$ cat config.mk
export PLATFORM = sky130hd
export DESIGN_NAME = ssram_out
export DESIGN_NICKNAME = d
export VERILOG_FILES = /design/src/design/ssram_pkg.sv /design/src/design/ssram_out.sv
export SDC_FILE = /design/constraint.sdc
export NUM_CORES = 1
export LEC_CHECK = 0
export ABC_AREA = 1
export BUFFER_PORTS_ARGS = -buffer_cell sky130_fd_sc_hd__buf_2
export CAP_MARGIN = 0
export CORE_UTILIZATION = 44
export CTS_CLUSTER_DIAMETER = 150
export CTS_CLUSTER_SIZE = 30
export DETAILED_ROUTE_END_ITERATION = 6
export PLACE_DENSITY = 0.76
export SETUP_SLACK_MARGIN = 0.2
export SLEW_MARGIN = 25
export SYNTH_ARGS = -nofsm -noshare
export SYNTH_HDL_FRONTEND = slang
export SYNTH_SLANG_ARGS = --single-unit
$ cat constraint.sdc
create_clock -name clk -period 1.4 [get_ports clk]
set_clock_uncertainty 0.05 [all_clocks]
set_input_delay 0.21 -clock clk [delete_from_list [all_inputs] [get_ports clk]]
set_output_delay 0.21 -clock clk [all_outputs]
set_load 0.05 [all_outputs]
$ cat src/design/ssram_pkg.sv
`timescale 1ns / 1ps

package ssram_pkg;

  // Event kinds carried in tuser
  localparam logic [1:0] KIND_BYTE = 2'd0;
  localparam logic [1:0] KIND_CS   = 2'd1;
  localparam logic [1:0] KIND_HOLD = 2'd2;

  // SPI instruction opcodes
  localparam logic [7:0] OP_READ  = 8'h03;
  localparam logic [7:0] OP_WRITE = 8'h02;
  localparam logic [7:0] OP_RDSR  = 8'h05;
  localparam logic [7:0] OP_WRSR  = 8'h01;

  // Access modes from status bits 7:6
  localparam logic [1:0] MODE_BYTE = 2'd0;
  localparam logic [1:0] MODE_SEQ  = 2'd1;
  localparam logic [1:0] MODE_PAGE = 2'd2;

  // Result request from the command decoder to the output stage
  typedef struct packed {
    logic       valid;      // a result byte follows from this transaction
    logic       is_status;  // status byte, else memory read data
    logic [7:0] status;     // status byte value
  } result_req_t;

endpackage

$ cat src/design/ssram_out.sv
`timescale 1ns / 1ps

module ssram_out import ssram_pkg::*; (
  input  logic        clk,
  input  logic        rst_n,
  input  result_req_t req,
  input  logic [7:0]  mem_rdata,
  output logic        can_take,
  output logic        out_tvalid,
  input  logic        out_tready,
  output logic [7:0]  out_tdata
);

  logic       pend_v_r, pend_v_nxt;
  logic       pend_st_r;
  logic [7:0] pend_status_r;
  logic       out_valid_r, out_valid_nxt;
  logic [7:0] out_data_r;
  logic       pend_move;

  // Pending stage holds the result while the RAM registers its read data
  assign pend_move  = pend_v_r && (!out_valid_r || out_tready);
  assign can_take   = !(pend_v_r && !pend_move);
  assign pend_v_nxt = (pend_v_r && !pend_move) ? 1'b1 : req.valid;

  always_comb begin
    out_valid_nxt = out_valid_r;
    if (pend_move) begin
      out_valid_nxt = 1'b1;
    end else if (out_tready) begin
      out_valid_nxt = 1'b0;
    end
  end

  // Hold control bits
  always_ff @(posedge clk) begin
    if (!rst_n) begin
      pend_v_r    <= 1'b0;
      out_valid_r <= 1'b0;
    end else begin
      pend_v_r    <= pend_v_nxt;
      out_valid_r <= out_valid_nxt;
    end
  end

  // Advance payload
  always_ff @(posedge clk) begin
    if (req.valid && can_take) begin
      pend_st_r     <= req.is_status;
      pend_status_r <= req.status;
    end
    if (pend_move) begin
      out_data_r <= pend_st_r ? pend_status_r : mem_rdata;
    end
  end

  assign out_tvalid = out_valid_r;
  assign out_tdata  = out_data_r;

  // A blocked pending result keeps its slot and kind
  assert property (@(posedge clk) disable iff (!rst_n)
    (pend_v_r && out_valid_r && !out_tready) |=> (pend_v_r && $stable(pend_st_r)))
    else $error("pending result lost while output stalled");

  // No new result may arrive over a blocked pending one
  assert property (@(posedge clk) disable iff (!rst_n) req.valid |-> can_take)
    else $error("result request overwrote pending result");

  assert property (@(posedge clk) disable iff (!rst_n) pend_move |=> out_valid_r)
    else $error("pending result did not reach output register");

endmodule

==> results.toml, run 1 <==
[run_status]
status = "complete, no violations"

[sta]
finalCritPeriodShare = 0.843
finalSetupViolCount = 0
min_period_ns = 1.18
rsz0062_at_grt = "yes"
tightest_slew_ns = 0.414
relSlewSlack = 0.724
slew_viol_final = 0
hold_viol = 0
fin_ws_ns = 0.220
fin_tns_setup_ns = 0
fmaxAchievable_ghz = 0.847
hold_ws_ns = 0.0507

[worst_setup_path]
rrSetupSlack_ns = 0.26
worstSetupPathType = "reg -> out"
cp_slowest_cell = "dfxtp_4"
r2r_start = "pend_v_r"
path_max_fanout = 4
crit_path_start = "out_tvalid"
max_stage_delay_ns = 0.38
start_kind = "flop"
crit_required_ns = 1.14
r2r_cells = 2
arrival_ns = 0.92
endpoint_kind = "output port"
crit_path_end = "can_take"
path_cells = "nand3_4 -> buf_6"
r2r-end = "out_tdata[3]"

[clock_tree]
worstSkewPairLatency_ns = 0.28
htree_levels = 1
hold_buffers = 0
cts_tree = "built"
path_clk_slew_ns = 0.09
cts.sinks = 19
cts_root_buf = "clkbuf_4"
cts_buffer_depth = 2
cts_buffers = 3

[drt]
drtPass1Iterations = 2
wl_per_cell_um = 8.63
ant_nets = 0
num_vias = 459
drcViolationCount = 0
drt_iter0_markers = 5
wl_um = 897
via_per_inst = 4.41

[global_routing]
grt_max_degree = 17
grt_pass1_wl_um = 1590
antenna_found_initial = 0
overflow = 0
grt_pass1_vias = 402
grt_usage = 0.129

[yosys]
synth_xor_area_frac = 0
synthCells = 55
synth_adder_area_share = 0
synth_area_per_cell_um2 = 12.9
synth_compound_area_frac = 0.0777
synthesis.area_um2 = 708
yosys_warnings = 0
synth_nets = 76
synth_top_family_by_area = "buffers and inverters"
synth-seq-area-share = 0.777
ys_seq_elements = 19
synth-simple-area-share = 0.0601
ys_types = 8
synthMuxAreaShare = 0

[placement]
dpl.hpwl_um = 743
dp_slack_ns = 0.214
place.port_buffers = 30
place_congestion = 0.701
post-place-cells = 100

[final_layout]
drive_gt1_frac = 0.432
nets = 110
fin_cells = 104
diodes = 0
synthToLayoutAreaGrowth_pct = 30.4
fin_util = 0.613

[floorplan]
die_w_um = 42.1
ioPinCount = 31
core_area_um2 = 1510
rows = 14
dieArea_um2 = 1770
start_util = 0.470
die_y_um = 42.1

[pwr]
total_leakage_power_uw = 0.000422
power.density_nw_per_um2 = 1130
vdd.ir_drop.worst_v = 0.000706

[hold_path]
hold_class = "in -> reg"

[job]
maxCapViolCount = 0
-- synthesized netlist by cell type --
library cell / count / area share
a21oi_1: 3 / 0.021
buf_6: 1 / 0.016
dfxtp_1: 2 / 0.057
edfxtp_1: 17 / 0.72
inv_1: 13 / 0.069
nand2_1: 10 / 0.053
nand3_1: 1 / 0.0071
o21ai_0: 8 / 0.057
-- per-stage QoR --
| stage | total power, uW | cell area [um2] |
|---|---|---|
| after floorplan | 766 | 728 |
| after global placement | 805 | 887 |
| after detailed placement | 810 | 887 |
| after CTS | 1060 | 923 |
| after global routing | 1100 | 923 |
| final | 1040 | 923 |
-- worst min-delay path by stage --
stage | start | end | slack [ns] | depth (start not counted)
2_1_floorplan | req[8] | pend_st_r | 0.26 | 0
3_3_place_gp | req[7] | pend_status_r[7] | 0.34 | 1
3_5_place_dp | req[0] | pend_status_r[0] | 0.34 | 1
4_1_cts | req[5] | pend_status_r[5] | 0.04 | 1
5_1_grt | req[4] | pend_status_r[4] | 0.03 | 1
6_report | req[5] | pend_status_r[5] | 0.05 | 1
-- final cells by class --
class                           instances  area [um2]
Sequential cell                        19         556
Timing Repair Buffer                   30         159
Tap cell                               16        20.0
Fill cell                             124         583
Inverter                               13        48.8
Clock buffer                            4        26.3
Multi-Input combinational cell         22         114
-- power by group --
part	leakage, uW	internal (uW)	total [uW]	switching (uW)
Clock	0.0000150	111	247	137
Combinational	0.000226	41.8	128	86.3
Sequential	0.000181	654	668	14.0
Total	0.000422	807	1040	237
-- logic make-up after synthesis --
logic type	count (synthesis)
flip-flops	19
AND/OR/NAND/NOR	11
buffers and inverters	14
AO/OA/AOI/OAI	11
-- sequential cells by signal, summed over array words and instances, names as in the netlist --
register,flops
out_tdata,8
pend_status_r,8
out_tvalid,1
pend_st_r,1
pend_v_r,1
-- placed cells by master, fill, tap and decap left out, drive strengths merged --
cell type  synthesis  routed
buf                1      30
a21oi              3       3
edfxtp            17      17
nand3              1       1
inv               13      13
o21ai              8       8
nand2             10      10
dfxtp              2       2
clkbuf             0       4
-- critical path, delay by kind of cell (launching register included) --
family	cells	cell delay, ns
buf+inv	1	0.16
flops	1	0.38
simple gates	1	0.08
-- routing by layer --
metal  track usage  wire, um  up-vias
met5             0         0        -
met4        0.0750        21        0
met3        0.0647        63        4
met2         0.200       446       16
met1         0.143       366      192
li1              -         -      247
-- timing repair --
| action | in CTS | in global routing |
|---|---|---|
| gates resized for setup | 4 | 0 |
| endpoints found under the setup margin | 2 | 9 |
| setup buffers | 0 | 0 |
Note: power is estimated with default switching activity, not from simulation.
==> run 2, diff against run 1 <==
--- a/config.mk
+++ b/config.mk
@@ -8,11 +8,11 @@
 export ABC_AREA = 1
 export BUFFER_PORTS_ARGS = -buffer_cell sky130_fd_sc_hd__buf_2
 export CAP_MARGIN = 0
-export CORE_UTILIZATION = 44
+export CORE_UTILIZATION = 40
 export CTS_CLUSTER_DIAMETER = 150
 export CTS_CLUSTER_SIZE = 30
 export DETAILED_ROUTE_END_ITERATION = 6
-export PLACE_DENSITY = 0.76
+export PLACE_DENSITY = 0.73
 export SETUP_SLACK_MARGIN = 0.2
 export SLEW_MARGIN = 25
 export SYNTH_ARGS = -nofsm -noshare
==> constraint.sdc (replaced) <==
create_clock -name clk -period 1 [get_ports clk]
set_clock_uncertainty 0.05 [all_clocks]
set_input_delay 0.15 -clock clk [delete_from_list [all_inputs] [get_ports clk]]
set_output_delay 0.15 -clock clk [all_outputs]
set_load 0.05 [all_outputs]
==> run 2 against run 1 <==
Compared with the run above:
- the flow now finishes with violations (design-rule violations, negative setup slack)
- global-route usage up 6.2 points
- critical path depth unchanged
- first-iteration DRC count rose to 2.8 times the previous value
- worst setup slack worse by 0.33 ns
- hold slack better by 0.015 ns
- count of clock-buffer cells in the layout unchanged
- flip-flop and latch count unchanged
- sequential power up 41%
- via count up 20%
- critical path type unchanged
- critical endpoint unchanged
- largest power group unchanged
==> results.toml, run 2 (synthesis gave the netlist of run 1 again) <==
[global_routing]
grt_pass1_vias = 576
overflow = 0
grt_usage = 0.191
antenna_found_initial = 0
grt_pass1_wl_um = 2420
grt_max_degree = 11

[floorplan]
dieArea_um2 = 1940
ioPinCount = 31
die_y_um = 44.1
die_w_um = 44.1
rows = 14
core_area_um2 = 1580
start_util = 0.449

[final_layout]
diodes = 0
nets = 127
synthToLayoutAreaGrowth_pct = 73.3
mostFrequentLayoutCell = "buf_2"
drive_gt1_frac = 0.610
final_cell_mix = "buf_2, edfxtp_1, inv_1, buf_6, dlygate4sd3_1"
postLayoutCellArea_um2 = 1230
fill_cells = 91

[clock_tree]
cts.sinks = 19
cts_tree = "built"
cts_buffers = 3
worstSkewPairLatency_ns = 0.30
htree_levels = 1
cts_buffer_depth = 2
path_clk_slew_ns = 0.10
cts_root_buf = "clkbuf_4"

[sta]
finalSetupViolCount = 35
hold_viol = 0
fmaxAchievable_ghz = 0.901
hold_ws_ns = 0.0656
tightest_slew_ns = 0.159
rsz0062_at_grt = "yes"
relSlewSlack = 0.894
finalCritPeriodShare = 1.11
slew_viol_final = 0
min_period_ns = 1.11
fin_ws_ns = -0.110

[pwr]
internal_power_uw = 1210
p_sw_uw = 428
clkPwrFrac = 0.238
power.density_nw_per_um2 = 1340
vdd.ir_drop.worst_v = 0.00127
total_leakage_power_uw = 0.000545
power.share.switching = 0.261
combPwrFrac = 0.187
seq_power_share = 0.575

[placement]
dpl.hpwl_um = 790
place_congestion = 0.641
placed_cell_area_um2 = 907
place.port_buffers = 30

[worst_setup_path]
rrSetupSlack_ns = -0.10
arrival_ns = 0.91
worstSetupPathType = "reg -> out"
crit_required_ns = 0.80
path_max_fanout = 2
start_kind = "flop"
endpoint_kind = "output port"

[drt]
via_per_inst = 4.54
ant_nets = 0
wl_per_cell_um = 12.9
drt_iter0_markers = 14
drcViolationCount = 1
wl_um = 1560
drtPass1Iterations = 6
num_vias = 549

[job]
maxCapViolCount = 0

[run_status]
status = "finished, violations left"
violations = "design-rule violations, negative setup slack"

[hold_path]
hold_class = "in -> reg"
==> run 2: cell types whose count changed in the layout (fill, tap and decap cells not counted), sizes merged <==
cell and delta:
clkbuf +1, buf +6, clkinvlp +1, dlygate4sd3 +9
==> run 2: per-layer routing <==
layer  GRT usage  routed length (um)
met3      0.0612                  53
met2       0.371                 931
met1       0.164                 531
met4       0.109                  47
met5           0                   0
==> run 2: worst paths after layout <==
kind,startpoint,endpoint,cells past startpoint
max,pend_v_r,can_take,2
min,rst_n,pend_v_r,3
max reg2reg,pend_v_r,pend_status_r[4],4
min reg2reg,pend_status_r[3],out_tdata[3],2
==> run 2: cell type report <==
type / count / area (um2) / share of cell area
Clock buffer: 4 / 26.3 / 0.0214
Inverter: 13 / 56.3 / 0.0459
Multi-Input combinational cell: 22 / 195 / 0.159
Sequential cell: 19 / 556 / 0.453
Tap cell: 16 / 20.0 / 0.0163
Timing Repair Buffer: 46 / 367 / 0.299
Timing Repair inverter: 1 / 7.51 / 0.00612
==> run 2: critical path, stage by stage, from the launching register on <==
cell,delay [ns]
dfxtp_2,0.36
nand3_4,0.09
buf_8,0.16
==> run 2: what timing repair did <==
action,CTS,global route
hold buffers,9,0
hold endpoints to repair,9,0
cloned,2,0
setup buffers,4,0
pin swaps,1,2
endpoints found under the setup margin,35,37
resized for setup,34,15
==> run 2: stage by stage <==
step                setup WS (ns)  utilization  power, uW  setup TNS (ns)  instances
floorplan                  -0.147            -       1080           -2.37         55
global placement          -0.0283        0.575       1140          -0.225        102
detailed placement        -0.0493        0.575       1150          -0.394        102
CTS                        -0.104        0.740       1590           -1.82        121
global route               -0.166        0.779       1710           -3.24        121
finish                     -0.110        0.779       1640           -1.89        121
==> run 2: power by group through the flow <==
stage | registers [uW] | logic, uW | clock network (uW)
detailed placement | 948 | 199 | 0
finish | 943 | 308 | 391
floorplan | 1020 | 59.3 | 0
global placement | 947 | 193 | 0
CTS | 938 | 279 | 376
global route | 946 | 329 | 438
==> run 3, diff against run 2 <==
--- a/config.mk
+++ b/config.mk
@@ -5,7 +5,6 @@
 export SDC_FILE = /design/constraint.sdc
 export NUM_CORES = 1
 export LEC_CHECK = 0
-export ABC_AREA = 1
 export BUFFER_PORTS_ARGS = -buffer_cell sky130_fd_sc_hd__buf_2
 export CAP_MARGIN = 0
 export CORE_UTILIZATION = 40
==> run 3 against run 2 <==
Compared with the run above:
- the flow finishes with violations (negative setup slack)
- sequential share of layout area up 0.66 points
- die area up 2.4%
- combinational power down 4%
- worst setup slack worse by 0.13 ns
- largest power group unchanged
==> results.toml, run 3 <==
[drt]
drt_iter0_markers = 2
ant_nets = 0
wl_per_cell_um = 12.1
drtPass1Iterations = 3
wl_um = 1350
num_vias = 484
via_per_inst = 4.32
drcViolationCount = 0

[yosys]
synthCells = 35
synthFlopType = "edfxtp_1"
synth.most_common_cell = "edfxtp_1"
ys_types = 10
synth_area_per_cell_um2 = 20.7
synthArstFlopShare = 0
synth-seq-area-share = 0.759
synth_top_area_cell = "edfxtp_1"
synth_nets = 56
synthesis.area_um2 = 726
synth-edff-count = 17
ys_seq_elements = 19
synth_common_cells = "edfxtp_1, mux2_4, dfxtp_1, nor2b_1"
synth_top_area_frac = 0.703
synthTopCellsByArea = "edfxtp_1, mux2_4, dfxtp_1"
yosys_warnings = 0

[floorplan]
ioPinCount = 31
start_util = 0.425
core_area_um2 = 1710
die_y_um = 44.6
rows = 15
dieArea_um2 = 1990
die_w_um = 44.6

[pwr]
power.density_nw_per_um2 = 1310
total_leakage_power_uw = 0.000530
total_power_uw = 1590
vdd.ir_drop.worst_v = 0.000881

[clock_tree]
cts_buffers = 3
htree_levels = 1
cts_root_buf = "clkbuf_4"
worstSkewPairLatency_ns = 0.28
cts.sinks = 19
cts_buffer_depth = 2
cts_tree = "built"
path_clk_slew_ns = 0.10

[sta]
hold_viol = 0
fin_tns_setup_ns = -4.31
min_period_ns = 1.24
finalSetupViolCount = 36
fmaxAchievable_ghz = 0.804
tightest_slew_ns = 0.281
finalCritPeriodShare = 1.24
fin_ws_ns = -0.245
relSlewSlack = 0.812
rsz0062_at_grt = "yes"
slew_viol_final = 0

[run_status]
status = "finished, violations left"
violations = "negative setup slack"

[placement]
place_congestion = 0.586
placed_cell_area_um2 = 951
place.port_buffers = 30

[hold_path]
hold_class = "in -> reg"

[final_layout]
mostFrequentLayoutCell = "buf_2"
nets = 109
fin_util = 0.708
synthToLayoutAreaGrowth_pct = 66.7
drive_gt1_frac = 0.667
final_cell_mix = "buf_2, edfxtp_1, buf_6, mux2_4, dlygate4sd3_1"
diodes = 0
postLayoutCellArea_um2 = 1210

[global_routing]
grt_pass1_wl_um = 1950
grt_usage = 0.142
grt_max_degree = 12
overflow = 0
grt_pass1_vias = 479
antenna_found_initial = 0

[worst_setup_path]
arrival_ns = 1.04
crit_required_ns = 0.80
endpoint_kind = "output port"
worstSetupPathType = "reg -> out"
path_max_fanout = 2
start_kind = "flop"

[job]
maxCapViolCount = 0
-- run 3: cell types whose count changed in the layout (fill, tap and decap cells not counted), moves of 5 or more --
| cell | previous run | this run |
|---|---|---|
| buf_6 | 11 | 17 |
| inv_1 | 11 | 1 |
| o21ai_2 | 6 | 0 |
| nand2_2 | 5 | 0 |
| mux2_4 | 0 | 8 |
-- run 3: cell families after synthesis --
logic type,count (synthesis),synth area share
flops,19,0.759
compound gates,3,0.0276
simple gates,3,0.0276
mux,8,0.166
buf+inv,2,0.0207
-- run 3: power by group --
group	switching [uW]	total (uW)	internal, uW
logic	134	297	163
clock network	213	361	148
registers	16.3	931	915
-- run 3: repair_timing --
| action | 4_1_cts | 5_1_grt |
|---|---|---|
| gates resized for setup | 26 | 5 |
| hold buffers | 9 | 0 |
| hold endpoints to repair | 9 | 0 |
| pin swaps | 3 | 2 |
| setup buffers | 5 | 1 |
| setup endpoints to repair | 37 | 38 |
-- run 3: stage by stage --
stage	std cells	setup WS (ns)	hold WS [ns]
2_1_floorplan	35	-0.226	0.199
3_3_place_gp	93	-0.162	0.280
3_5_place_dp	93	-0.185	0.280
4_1_cts	111	-0.231	0.0197
5_1_grt	112	-0.300	0.0425
6_report	112	-0.245	0.0450
-- run 3: cell type report --
class,count,area [um2]
sequential,19,556
fill,128,498
timing repair buffer,49,407
multi-input combinational,14,185
tap,25,31.3
clock buffer,3,22.5
clock inverter,1,5.00
inverter,1,3.75
-- run 3: critical path, stage by stage (launching register included) --
cell and delay, ns:
dfxtp_4 0.35, buf_6 0.11, nand3b_1 0.13, buf_6 0.18
-- run 3: path summary, 6_finish.rpt --
path | slack (ns) | startpoint | end | cells past startpoint
min | 0.04 | rst_n | out_tvalid | 2
min reg2reg | 0.51 | pend_status_r[7] | out_tdata[7] | 1
max reg2reg | -0.16 | pend_st_r | out_tdata[2] | 2
max | -0.24 | out_tvalid | can_take | 3
-- run 3: metal layers --
layer | up-vias | global-route usage | wire, um
met5 | - | 0 | 0
li1 | 235 | - | -
met1 | 232 | 0.127 | 435
met2 | 17 | 0.306 | 850
met3 | 0 | 0.0286 | 69
met4 | 0 | 0.0364 | 0
