$ cat src/design/ssram_pkg.sv
`timescale 1ns / 1ps

package ssram_pkg;

  // Event kinds carried in tuser
  localparam logic [1:0] KIND_BYTE = 2'd0;
  localparam logic [1:0] KIND_CS   = 2'd1;
  localparam logic [1:0] KIND_HOLD = 2'd2;

  // SPI instruction opcodes
  localparam logic [7:0] OP_READ  = 8'h03;
  localparam logic [7:0] OP_WRITE = 8'h02;
  localparam logic [7:0] OP_RDSR  = 8'h05;
  localparam logic [7:0] OP_WRSR  = 8'h01;

  // Access modes from status bits 7:6
  localparam logic [1:0] MODE_BYTE = 2'd0;
  localparam logic [1:0] MODE_SEQ  = 2'd1;
  localparam logic [1:0] MODE_PAGE = 2'd2;

  // Result request from the command decoder to the output stage
  typedef struct packed {
    logic       valid;      // a result byte follows from this transaction
    logic       is_status;  // status byte, else memory read data
    logic [7:0] status;     // status byte value
  } result_req_t;

endpackage

$ cat src/design/ssram_ctrl.sv
`timescale 1ns / 1ps

module ssram_ctrl import ssram_pkg::*; #(
  parameter int MEM_BYTES  = 8192,
  parameter int PAGE_BYTES = 32
) (
  input  logic                         clk,
  input  logic                         rst_n,
  input  logic                         in_fire,
  input  logic [1:0]                   kind,
  input  logic [7:0]                   byte_value,
  input  logic                         line_level,
  output logic                         mem_we,
  output logic                         mem_re,
  output logic [$clog2(MEM_BYTES)-1:0] mem_addr,
  output logic [7:0]                   mem_wdata,
  output result_req_t                  req
);

  localparam int AddrW = $clog2(MEM_BYTES);
  localparam int PageW = $clog2(PAGE_BYTES);

  typedef enum logic [1:0] {
    PH_IDLE,
    PH_ADDR_HI,
    PH_ADDR_LO,
    PH_ACCESS
  } phase_t;

  phase_t      phase_r, phase_nxt;
  logic [7:0]  opcode_r, opcode_nxt;
  logic [15:0] addr_r, addr_nxt;
  logic [1:0]  mode_r, mode_nxt;
  logic        hold_ign_r, hold_ign_nxt;
  logic        sel_r, sel_nxt;
  logic        hold_r, hold_nxt;
  logic        active;
  logic [15:0] addr_step;
  logic [7:0]  status;

  assign active = sel_r && !(hold_r && !hold_ign_r);
  assign status = {mode_r, 4'b0000, 1'b1, hold_ign_r};

  // Next address after a data access, by mode
  always_comb begin
    addr_step = addr_r;
    case (mode_r)
      MODE_SEQ:  addr_step = addr_r + 16'd1;
      MODE_PAGE: addr_step = {addr_r[15:PageW], addr_r[PageW-1:0] + PageW'(1)};
      default:   addr_step = addr_r;
    endcase
  end

  // Decode one transaction
  always_comb begin
    phase_nxt    = phase_r;
    opcode_nxt   = opcode_r;
    addr_nxt     = addr_r;
    mode_nxt     = mode_r;
    hold_ign_nxt = hold_ign_r;
    sel_nxt      = sel_r;
    hold_nxt     = hold_r;
    mem_we       = 1'b0;
    mem_re       = 1'b0;
    req          = '0;
    req.status   = status;
    if (in_fire) begin
      case (kind)
        KIND_CS: begin
          sel_nxt = ~line_level;
          if (line_level) begin
            phase_nxt  = PH_IDLE;
            opcode_nxt = 8'h00;
          end
        end
        KIND_HOLD: hold_nxt = line_level;
        KIND_BYTE: begin
          if (active) begin
            case (phase_r)
              PH_IDLE: begin
                opcode_nxt = byte_value;
                if (byte_value == OP_RDSR || byte_value == OP_WRSR) begin
                  phase_nxt = PH_ACCESS;
                end else if (byte_value == OP_READ || byte_value == OP_WRITE) begin
                  phase_nxt = PH_ADDR_HI;
                end
              end
              PH_ADDR_HI: begin
                addr_nxt  = {byte_value, 8'h00};
                phase_nxt = PH_ADDR_LO;
              end
              PH_ADDR_LO: begin
                addr_nxt  = {addr_r[15:8], byte_value};
                phase_nxt = PH_ACCESS;
              end
              default: begin
                phase_nxt = PH_IDLE;
                if (opcode_r == OP_READ || opcode_r == OP_WRITE) begin
                  mem_re    = (opcode_r == OP_READ);
                  mem_we    = (opcode_r == OP_WRITE);
                  req.valid = (opcode_r == OP_READ);
                  addr_nxt  = addr_step;
                  if (mode_r == MODE_SEQ || mode_r == MODE_PAGE) begin
                    phase_nxt = PH_ACCESS;
                  end
                end else if (opcode_r == OP_RDSR) begin
                  req.valid     = 1'b1;
                  req.is_status = 1'b1;
                end else if (opcode_r == OP_WRSR) begin
                  mode_nxt     = byte_value[7:6];
                  hold_ign_nxt = byte_value[0];
                end
              end
            endcase
          end
        end
        default: ;
      endcase
    end
  end

  // Store index is the address modulo the store size
  assign mem_addr  = addr_r[AddrW-1:0];
  assign mem_wdata = byte_value;

  // Hold control state
  always_ff @(posedge clk) begin
    if (!rst_n) begin
      phase_r    <= PH_IDLE;
      opcode_r   <= 8'h00;
      addr_r     <= 16'h0000;
      mode_r     <= MODE_BYTE;
      hold_ign_r <= 1'b0;
      sel_r      <= 1'b0;
      hold_r     <= 1'b0;
    end else begin
      phase_r    <= phase_nxt;
      opcode_r   <= opcode_nxt;
      addr_r     <= addr_nxt;
      mode_r     <= mode_nxt;
      hold_ign_r <= hold_ign_nxt;
      sel_r      <= sel_nxt;
      hold_r     <= hold_nxt;
    end
  end

  // A memory access only ever comes from an accepted transaction
  assert property (@(posedge clk) disable iff (!rst_n) (mem_we || mem_re) |-> in_fire)
    else $error("memory access without accepted transaction");

  assert property (@(posedge clk) disable iff (!rst_n) !(mem_we && mem_re))
    else $error("read and write issued together");

  // Deselect always lands in idle with the opcode cleared
  assert property (@(posedge clk) disable iff (!rst_n)
    (in_fire && kind == KIND_CS && line_level) |=> (phase_r == PH_IDLE && opcode_r == 8'h00))
    else $error("deselect did not return to idle");

endmodule

$ cat config.mk
export PLATFORM = sky130hd
export DESIGN_NAME = ssram_ctrl
export DESIGN_NICKNAME = d
export VERILOG_FILES = /design/src/design/ssram_pkg.sv /design/src/design/ssram_ctrl.sv
export SDC_FILE = /design/constraint.sdc
export NUM_CORES = 1
export LEC_CHECK = 0
export ABC_CLOCK_PERIOD_IN_PS = 5200
export BUFFER_PORTS_ARGS = -buffer_cell sky130_fd_sc_hd__buf_2
export CAP_MARGIN = 40
export CORE_MARGIN = 5
export CORE_UTILIZATION = 53
export CTS_BUF_LIST = sky130_fd_sc_hd__clkbuf_16
export DETAILED_ROUTE_END_ITERATION = 8
export GPL_ROUTABILITY_DRIVEN = 0
export PLACE_DENSITY = 0.77
export SLEW_MARGIN = 0
export SYNTH_ARGS = -nofsm -noshare
export SYNTH_HDL_FRONTEND = slang
export SYNTH_SLANG_ARGS = --single-unit
$ cat constraint.sdc
create_clock -name clk -period 5.2 [get_ports clk]
set_input_delay 0.26 -clock clk [delete_from_list [all_inputs] [get_ports clk]]
set_output_delay 0.26 -clock clk [all_outputs]
set_load 0.05 [all_outputs]
==> summary.txt, run 1 <==
Global route
  – Initial antenna violation count: 0
  – GRT met1 Usage: 29.9%
  – Total global-route track usage: between 20 and 25%
  – Grt ovf: 0
  – Top Usage Layer GRT: met2
  – First-pass GRT wire length: approximately 9000 um
  – Met2 usage: 32.2%
  – Vias in the first global route: 1797
  – Met3 GRT Util: 2.49%
  – Largest net degree at the start of global routing: 26

Logic synthesis
  – Ys flop type: dfxtp_1
  – Mapped Cells: 257
  – Post-synth EDFFs: 0
  – Average size of a mapped cell: between 8 and 9 um2
  – Fraction of registers with async set/reset: 0%
  – Post-synthesis cell area: 0.00207 mm2
  – Post-synthesis sequential area ratio: 27.1%
  – Count of different cell masters after synthesis: 53
  – FF+latch count, synth: 28
  – Yosys Warn Count: 0

Setup path
  – Worst flop-to-flop path startpoint: phase_r[0]$_SDFFE_PN0P_
  – Worst Setup Path Type: flop to primary output
  – R2R cell count: 6
  – CP Capture Type: primary output
  – FF-to-FF setup slack: 2.76 ns
  – CP max FO: 8
  – Crit path DAT: between 2 and 2.5 ns
  – Critical Path RT: 4.94 ns
  – Worst R2R End: addr_r[6]$_SDFFE_PN0P_
  – Worst setup SP type: flop

Min path
  – Min-Delay Endpoint: hold_r$_SDFFE_PN0P_
  – Hold path startpoint: line_level
  – Hold crit path type: input pin to flop
  – Hold depth: 3

Layout
  – Storage element area: 561 um2
  – Fin nets: 300
  – Most frequent cells in the layout: buf_2, nand2_1, dfxtp_1, a21oi_1, mux2i_1
  – Commonest non-fill, non-tap cell in the layout: buf_2
  – Ant. Diodes: 0
  – Fill count: 355
  – Area of the multi-input gates: 0.00131 mm2
  – Syn-to-layout area delta: 9.49%
  – Finished Layout Cells: ~330
  – Layout cells sized above 1: 20.9%

Power and ir drop
  – Pwr dens: about 200 mW/mm2
  – Worst vdd ir: 113 uV
  – Leakage Power: between 0.8 and 0.9 nW

Clock tree
  – CTS Sinks: 28
  – Worst-skew pair later-pin latency: 0.26 ns
  – Setup bufs post-CTS: 0
  – Cts bufs inserted: 3
  – Hold_buf cts: 0
  – Clk root buf: clkbuf_16
  – H-Tree Level Count: 1
  – CTS-repair resized insts: 0
  – CTS Buffer Depth: 2
  – Worst-path clk slew: 0.07 ns
  – CTS tree: yes

Floorplan
  – Core ar.: between 0.003 and 0.004 mm2
  – Die Y-Extent: 72.5 um
  – Num ports: 47
  – Die area: between 0.005 and 0.006 mm2
  – Row cnt: 22
  – Initial cell density of the core: 55.7%
  – Die extent in x: 72.5 um

Timing
  – Final period util: 48.3%
  – RSZ-0062 raised after global routing: no
  – Setup TNS: 0 ns
  – Tmin final: 2.51 ns
  – Slew margin rel.: 36.6%
  – Final hold violation count: 0
  – Setup violations, final: 0
  – Skew final: 0.00303 ns
  – Worst-Margin Slew: roughly 0.94 ns
  – Count of pins over their slew limit: 0
  – Fmax: 0.399 GHz

Placed design
  – Hpwl dp: between 3000 and 4000 um
  – Inst Count DP: 322
  – PortBufs: 41

Routing
  – Wire length per cell: 16.2 um
  – Drt total wl: 5270 um
  – Via count: 2065
  – Iter 0 DRT Violations: 216
  – Final ANT Viol Nets: 0
  – Via/cell ratio: 6.33
  – DRC: 0
  – Pre-antenna DRT Iters: 5

Status
  – Status: finished clean

Run
  – Total of max-cap violations: 0
[metrics by stage]
| stage | total power, mW | area, um2 | utilization (%) | hold slack (ns) | setup WS (ns) |
|---|---|---|---|---|---|
| global placement | 0.275 | 2190 | 58.9 | 0.449 | 2.93 |
| CTS | 0.452 | 2270 | 61.0 | 0.286 | 2.71 |
| detailed placement | 0.275 | 2190 | 58.9 | 0.444 | 2.82 |
| floorplan | 0.266 | 2080 | - | 0.402 | 2.79 |
| finish | 0.448 | 2270 | 61.0 | 0.283 | 2.69 |
| global route | 0.466 | 2270 | 61.0 | 0.292 | 2.48 |
[state kept, by name, summed over array words and instances (netlist names)]
register / count
hold_r: 1
sel_r: 1
opcode_r: 8
addr_r: 13
hold_ign_r: 1
mode_r: 2
phase_r: 2
[worst max-delay path, cell delays in order, from the launching register on]
cell and delay [ns]:
dfxtp_1 0.39, ha_1 0.24, nand2_1 0.08, nor4b_2 0.66
nand2_1 0.18, a21oi_1 0.15, buf_2 0.28
[per-layer routing]
| metal | share of wire [%] | vias up |
|---|---|---|
| met1 | 45 | 962 |
| met5 | 0 | - |
| met3 | 8.3 | 7 |
| met4 | 1.6 | 0 |
| met2 | 45 | 106 |
| li1 | - | 990 |
[cell type report]
cell class                      instances  share of cell area, %
Sequential cell                        28                   24.7
Inverter                               13                   2.15
Multi-Input combinational cell        192                   57.9
Tap cell                               48                   2.65
Timing Repair Buffer                   41                   9.05
Clock inverter                          1                  0.166
Clock buffer                            3                   3.31
[cells in the mapped netlist, drive strengths merged (2+ instances only)]
master  count  area share [%]
a41oi       2            0.85
o21a        2            0.72
nor4        8             2.7
nand2      28             5.1
buf        18             6.0
nand2b      6             1.8
nor4b       3             2.3
nor2b       3            0.91
dfxtp      28              27
a311oi      6             2.8
and2        5             1.6
or4         2            0.72
o311ai      3             1.3
clkbuf      9             1.6
nor2       12             2.2
o31ai       8             3.6
conb        2            0.36
o211ai      2            0.72
or4b        2            0.97
ha          7             4.2
and3        5             1.5
a31o        4             1.7
nand3      13             3.1
nor3        6             1.7
inv        13             2.4
nand4       6             1.8
o21ai       4             1.1
a21oi      15             3.6
mux2i      14             6.8
a31oi       3            0.91
a211oi      4             1.5
o31a        3             1.3
[power by group]
part / switching (mW) / internal [mW]
Sequential: 0.000997 / 0.215
Combinational: 0.0423 / 0.0123
Clock: 0.0736 / 0.103
[logic make-up (layout without fill, tap and decap cells)]
kind of cell	count (synthesis)	count (layout)	share of synthesized area, %
buffers and inverters	40	58	10.0
flip-flops	28	28	27.1
AO/OA/AOI/OAI	63	63	23.6
AND/OR/NAND/NOR	103	103	27.9
multiplexers	14	14	6.77
other	2	5	0.363
adder cells (fa/ha/maj)	7	7	4.23
[worst max-delay path by stage]
| stage | start | to | depth (start not counted) |
|---|---|---|---|
| final | phase_r[0]$_SDFFE_PN0P_ | req[9] | 6 |
| after global routing | phase_r[0]$_SDFFE_PN0P_ | req[9] | 6 |
| after CTS | phase_r[0]$_SDFFE_PN0P_ | req[9] | 6 |
| after detailed placement | phase_r[0]$_SDFFE_PN0P_ | addr_r[6]$_SDFFE_PN0P_ | 6 |
| after global placement | phase_r[0]$_SDFFE_PN0P_ | addr_r[6]$_SDFFE_PN0P_ | 6 |
| after floorplan | opcode_r[7]$_SDFFE_PN0P_ | req[9] | 5 |
(Power assumes the default switching activity.)
==> run 2: changes to the inputs <==
- ABC_AREA: unset -> 1
- ABC_CLOCK_PERIOD_IN_PS: 5200 -> 2300
- CORE_UTILIZATION: 53 -> 49
- PLACE_DENSITY: 0.77 -> 0.74
- clock period: 5.2 -> 2.3 ns (I/O delays scaled with it)
==> run 2 against run 1 <==
Wire length shrank 5.2%. Cell area is 1.6% higher. Register-to-register slack got worse by 2.2 ns. Cell count increased by 30%. Die area rose by 7.6%. First-iteration DRC count decreased by 23%. Clock power increased by 130%.
==> summary.txt, run 2 <==
Layout
  – Final core occ: between 50% and 60%
  – Commonest non-fill, non-tap cell in the layout: nand2_1
  – Fill count: 437
  – Ant. Diodes: 0
  – Layout cells sized above 1: 16.6%
  – Biggest regs: addr_r x13, opcode_r x8
  – Syn-to-layout area delta: 10.6%
  – Fin nets: ~400
  – Largest register FFs: 13
  – Most frequent cells in the layout: nand2_1, nor2_1, inv_1, buf_2, dfxtp_1
  – Reg with most FFs: addr_r

Setup path
  – Crit-path cells: inv_1, or2_2, nor4_1, inv_1, nor2_1, buf_2
  – Worst Setup Path Type: flop to primary output
  – R2R cell count: 7
  – FF-to-FF setup slack: around 0.55 ns
  – CP max-delay cell: dfxtp_1
  – Critical Path RT: 2.18 ns
  – Crit path DAT: 1.69 ns
  – Largest delay share family, worst path: simple AND/OR/NAND/NOR gates
  – Worst R2R End: addr_r[7]$_SDFFE_PN0P_
  – CP max FO: 3
  – Buf/Inv on CP: 3
  – Most used cell, CP: inv_1
  – Worst setup SP type: flop
  – CP Capture Type: primary output
  – CP peak stage delay: around 0.33 ns
  – Worst flop-to-flop path startpoint: phase_r[0]$_SDFFE_PN0P_
  – Worst Setup SP: opcode_r[0]$_SDFFE_PN0P_

Logic synthesis
  – Post-synthesis cell area: 0.00208 mm2
  – Post-synth top cells: nand2_1, nor2_1, inv_1
  – Synth top area cells: dfxtp_1, nand2_1, nor2_1
  – Synth top area share: 26.9%
  – Average size of a mapped cell: 6.09 um2
  – Mapped Cells: 342
  – FF+latch count, synth: 28
  – Fraction of registers with async set/reset: 0%
  – Post-synthesis sequential area ratio: between 20% and 30%
  – Most frequent cell after synthesis: nand2_1
  – Post-synth EDFFs: 0
  – Cell taking the most area after synthesis: dfxtp_1
  – Yosys Warn Count: 0
  – Count of different cell masters after synthesis: 30
  – Ys flop type: dfxtp_1

Power and ir drop
  – Power Total: 1.11 mW
  – Worst vdd ir: 323 uV
  – Leakage Power: about 1.2 nW
  – Pwr dens: 483 mW/mm2

Floorplan
  – Die extent in x: between 70 and 80 um
  – Die area: 0.00566 mm2
  – Initial cell density of the core: 51.3%
  – Die Y-Extent: about 75 um
  – Num ports: 47
  – Row cnt: 23
  – Core ar.: 0.00406 mm2

Timing
  – RSZ-0062 raised after global routing: no
  – Fmax: 0.554 GHz
  – Worst-Margin Slew: 0.533 ns
  – Setup TNS: 0 ns
  – Final hold violation count: 0
  – Setup violations, final: 0
  – Slew margin rel.: 64.4%
  – Worst setup margin: 0.495 ns
  – Skew final: between 0.002 and 0.003 ns
  – Final period util: 78.5%
  – Tmin final: roughly 1.8 ns
  – Count of pins over their slew limit: 0

Min path
  – Hold depth: 3
  – Hold crit path type: input pin to flop
  – Min-Delay Endpoint: hold_r$_SDFFE_PN0P_
  – Hold path startpoint: line_level

Placed design
  – PortBufs: 41
  – Pre-CTS WS: 0.585 ns
  – Hpwl dp: 3890 um

Clock tree
  – Clk root buf: clkbuf_16
  – CTS tree: yes
  – Cts bufs inserted: 3
  – Worst-path clk slew: 0.07 ns
  – Setup bufs post-CTS: 0
  – CTS-repair resized insts: 0
  – CTS Sinks: 28
  – Worst-skew pair later-pin latency: 0.26 ns
  – CTS Buffer Depth: 2
  – H-Tree Level Count: 1
  – Hold_buf cts: 0

Routing
  – Via count: roughly 2100
  – Iter 0 DRT Violations: 167
  – Wire length per cell: 11.8 um
  – DRC: 0
  – Via/cell ratio: 5.02
  – Pre-antenna DRT Iters: 5
  – Final ANT Viol Nets: 0
  – Drt total wl: 5000 um

Run
  – Total of max-cap violations: 0

Global route
  – First-pass GRT wire length: ~9000 um
  – Initial antenna violation count: 0
  – Vias in the first global route: 2025
  – Total global-route track usage: 19.6%
  – Largest net degree at the start of global routing: 26
  – Grt ovf: 0

Status
  – Status: finished clean
run 2: kinds of logic (layout without fill, tap and decap cells):
kind of cell | after synthesis | in the layout | synth area share [%]
xor gates and xnor gates | 1 | 1 | 0.420
buffers and inverters | 71 | 99 | 16.3
other | 2 | 5 | 0.360
adders and majority gates | 7 | 7 | 4.20
DFF | 28 | 28 | 26.9
and+or+nand+nor | 193 | 193 | 41.5
AOI/OAI and AO/OA | 40 | 40 | 10.3
run 2: layout make-up:
type / instances / area [um2] / share of cell area (%)
Multi-Input combinational cell: 246 / 1190 / 51.8
Sequential cell: 28 / 561 / 24.3
Clock buffer: 3 / 75.1 / 3.26
Inverter: 54 / 203 / 8.80
Tap cell: 50 / 62.6 / 2.72
Clock inverter: 1 / 3.75 / 0.163
Timing Repair Buffer: 41 / 205 / 8.91
run 2: stage by stage:
| stage | hold slack (ns) | cell area [um2] | cells |
|---|---|---|---|
| 2_1_floorplan | 0.253 | 2090 | 345 |
| 3_3_place_gp | 0.415 | 2220 | 419 |
| 3_5_place_dp | 0.423 | 2220 | 419 |
| 4_1_cts | 0.151 | 2300 | 423 |
| 5_1_grt | 0.185 | 2300 | 423 |
| 6_report | 0.137 | 2300 | 423 |
run 2: report_power, final:
group          leakage, nW  switching [mW]  internal, mW
sequential           0.227         0.00552         0.496
clock               0.0385           0.169         0.233
combinational        0.953           0.155        0.0522
total                 1.22           0.330         0.782
run 2: metal layers:
layer / share of wire, % / up-vias / track usage (%)
li1: - / 1101 / -
met1: 46 / 945 / 26.5
met2: 45 / 69 / 32.4
met3: 8.3 / 7 / 2.94
met4: 1.4 / 0 / 5.63
met5: 0 / - / 0
run 2: worst max path at each step:
| stage | to | slack (ns) | depth (start not counted) |
|---|---|---|---|
| after floorplan | addr_r[10]$_SDFFE_PN0P_ | 0.52 | 8 |
| after global placement | addr_r[6]$_SDFFE_PN0P_ | 0.62 | 7 |
| after detailed placement | addr_r[7]$_SDFFE_PN0P_ | 0.59 | 7 |
| after CTS | req[8] | 0.50 | 6 |
| after global routing | addr_r[6]$_SDFFE_PN0P_ | 0.32 | 7 |
| final | req[8] | 0.50 | 6 |
run 2: tightest hold or removal path: cells and delay by family:
family,cells,cell delay [ns]
buffers and inverters,1,0.08
and+or+nand+nor,2,0.15
==> run 3: changes to the inputs <==
- ABC_AREA: 1 -> 0
- ABC_CLOCK_PERIOD_IN_PS: 2300 -> 1750
- CORE_UTILIZATION: 49 -> 53
- PLACE_DENSITY: 0.74 -> 0.77
- clock period: 2.3 -> 1.75 ns (I/O delays scaled with it)
==> run 3 against run 2 <==
The flow now finishes with violations (setup timing). Global-route usage up 6.4 points. Largest power group unchanged. Core utilization up 21 points. Cell count down 12%.
==> summary.txt, run 3 (same netlist as run 1, synthesis figures left out) <==
Power and ir drop
  – Leakage Power: 1.13 nW
  – Worst vdd ir: 313 uV
  – Gate power share: 14.8%
  – Clock network fraction of design power: 38.8%
  – Sw frac: between 20% and 30%
  – P_sw: around 0.38 mW
  – Sequential cell fraction of total power: 46.4%
  – Pwr dens: 476 mW/mm2
  – Internal cell power: 0.999 mW

Timing
  – Final hold violation count: 0
  – Final period util: 106%
  – Fmax: 0.537 GHz
  – Setup TNS: -0.846 ns
  – Tmin final: 1.86 ns
  – RSZ-0062 raised after global routing: yes
  – Setup violations, final: 12
  – Skew final: 0.00307 ns
  – Worst setup margin: -0.114 ns
  – Count of pins over their slew limit: 0

Clock tree
  – CTS Sinks: 28
  – Hold_buf cts: 0
  – Worst-skew pair later-pin latency: 0.27 ns
  – Worst-path clk slew: 0.07 ns
  – Cts bufs inserted: 3
  – H-Tree Level Count: 1
  – Clk root buf: clkbuf_16
  – CTS Buffer Depth: 2
  – CTS tree: yes

Setup path
  – Crit-path cells: inv_2, ha_4, or4b_4, nor4_4, buf_4, and2_4, a311oi_1
  – CP max FO: 6
  – Worst Setup Path Type: flop to flop
  – CP Capture Type: flop
  – Buf/Inv on CP: 2
  – Worst Setup SP: phase_r[0]$_SDFFE_PN0P_
  – Worst flop-to-flop path startpoint: phase_r[0]$_SDFFE_PN0P_
  – Crit path DAT: 2.00 ns
  – Critical Path RT: 1.89 ns
  – Largest delay share family, worst path: simple AND/OR/NAND/NOR gates
  – CP peak stage delay: roughly 0.55 ns
  – CP max-delay cell: or4b_4
  – Worst setup SP type: flop

Floorplan
  – Core ar.: 0.00372 mm2
  – Num ports: 47
  – Die Y-Extent: 72.5 um
  – Row cnt: 22
  – Initial cell density of the core: 55.7%
  – Die area: 0.00526 mm2
  – Die extent in x: 72.5 um

Layout
  – Fin nets: 347
  – Post-Layout Inst Area: just under 0.003 mm2
  – Layout cells sized above 1: 43.1%
  – Syn-to-layout area delta: 39.5%
  – Fill count: 254
  – Area of the multi-input gates: 0.00150 mm2
  – Most frequent cells in the layout: buf_4, buf_2, nand2_1, dfxtp_1, mux2i_1
  – Commonest non-fill, non-tap cell in the layout: buf_4
  – Ant. Diodes: 0
  – Storage element area: between 500 and 600 um2
  – Biggest regs: addr_r x13, opcode_r x8
  – Reg with most FFs: addr_r
  – Largest register FFs: 13

Routing
  – Iter 0 DRT Violations: 332
  – Final ANT Viol Nets: 0
  – Via/cell ratio: 6.42
  – Pre-antenna DRT Iters: 5
  – DRC: 0
  – Via count: roughly 2400
  – Drt total wl: 7220 um
  – Wire length per cell: 19.3 um

Run
  – Total of max-cap violations: 0

Global route
  – Grt ovf: 0
  – Initial antenna violation count: 0
  – Vias in the first global route: 2228
  – Total global-route track usage: 26.0%
  – Largest net degree at the start of global routing: 17
  – First-pass GRT wire length: 10600 um

Placed design
  – Hpwl dp: about 4800 um
  – PortBufs: 41
  – Placed instance area: approximately 0.0026 mm2
  – Pre-CTS WS: -0.214 ns

Min path
  – Hold path startpoint: line_level
  – Hold crit path type: input pin to flop

Status
  – Status: finished with violations
  – Violated checks: setup timing
==> run 3: cell count changes in the layout (fill, tap and decap cells not counted), sizes merged, moves of 6 or more <==
| cell | previous run | this run |
|---|---|---|
| nand2 | 98 | 28 |
| nor2 | 63 | 12 |
| buf | 41 | 88 |
| inv | 54 | 13 |
| mux2i | 0 | 14 |
| o21ai | 17 | 4 |
| o31ai | 0 | 8 |
| a311oi | 0 | 6 |
| nand2b | 0 | 6 |
| nand3 | 19 | 13 |
| nor4 | 2 | 8 |
==> run 3: path summary, 6_finish.rpt <==
kind / endpoint / slack [ns] / depth (start not counted)
max: addr_r[11]$_SDFFE_PN0P_ / -0.11 / 7
min: hold_r$_SDFFE_PN0P_ / 0.12 / 3
max reg2reg: addr_r[11]$_SDFFE_PN0P_ / -0.11 / 7
min reg2reg: opcode_r[4]$_SDFFE_PN0P_ / 0.47 / 2
==> run 3: what timing repair did <==
action	in CTS	in global routing
resized for setup	24	16
endpoints found under the setup margin	17	24
buffers inserted	3	2
hold endpoints to repair	0	0
cloned	0	0
pin swaps	13	11
==> run 3: power groups by stage <==
stage	combinational, mW	sequential, mW	clock [mW]
3_3_place_gp	0.186	0.652	0
5_1_grt	0.213	0.638	0.569
2_1_floorplan	0.138	0.652	0
3_5_place_dp	0.188	0.652	0
6_report	0.203	0.638	0.534
4_1_cts	0.195	0.638	0.539
==> run 3: stage by stage <==
step	util (%)	instances	hold WS (ns)	power (mW)
6_report	77.7	373	0.118	1.37
5_1_grt	77.7	373	0.136	1.42
4_1_cts	75.7	372	0.116	1.37
3_5_place_dp	70.0	365	0.400	0.840
3_3_place_gp	70.0	365	0.359	0.838
2_1_floorplan	-	260	0.227	0.790
==> run 3: routing by layer <==
metal / GRT usage, % / vias up / wire (um)
li1: - / 1081 / -
met1: 32.1 / 1111 / 2730
met2: 44.6 / 162 / 3490
met3: 4.16 / 40 / 715
met4: 10.9 / 0 / 280
met5: 0 / - / 0
==> run 3: final cells by class <==
type                            count  area share [%]
Sequential cell                    28            20.0
Inverter                           13            1.69
Clock inverter                      1           0.130
Multi-Input combinational cell    192            52.1
Tap cell                           48            2.08
Timing Repair Buffer               88            21.4
Clock buffer                        3            2.60
==> run 3: tightest hold or removal path: cells and delay by family <==
| family | cells | cell delay (ns) |
|---|---|---|
| buffers and inverters | 1 | 0.10 |
| and+or+nand+nor | 1 | 0.09 |
| muxes | 1 | 0.07 |
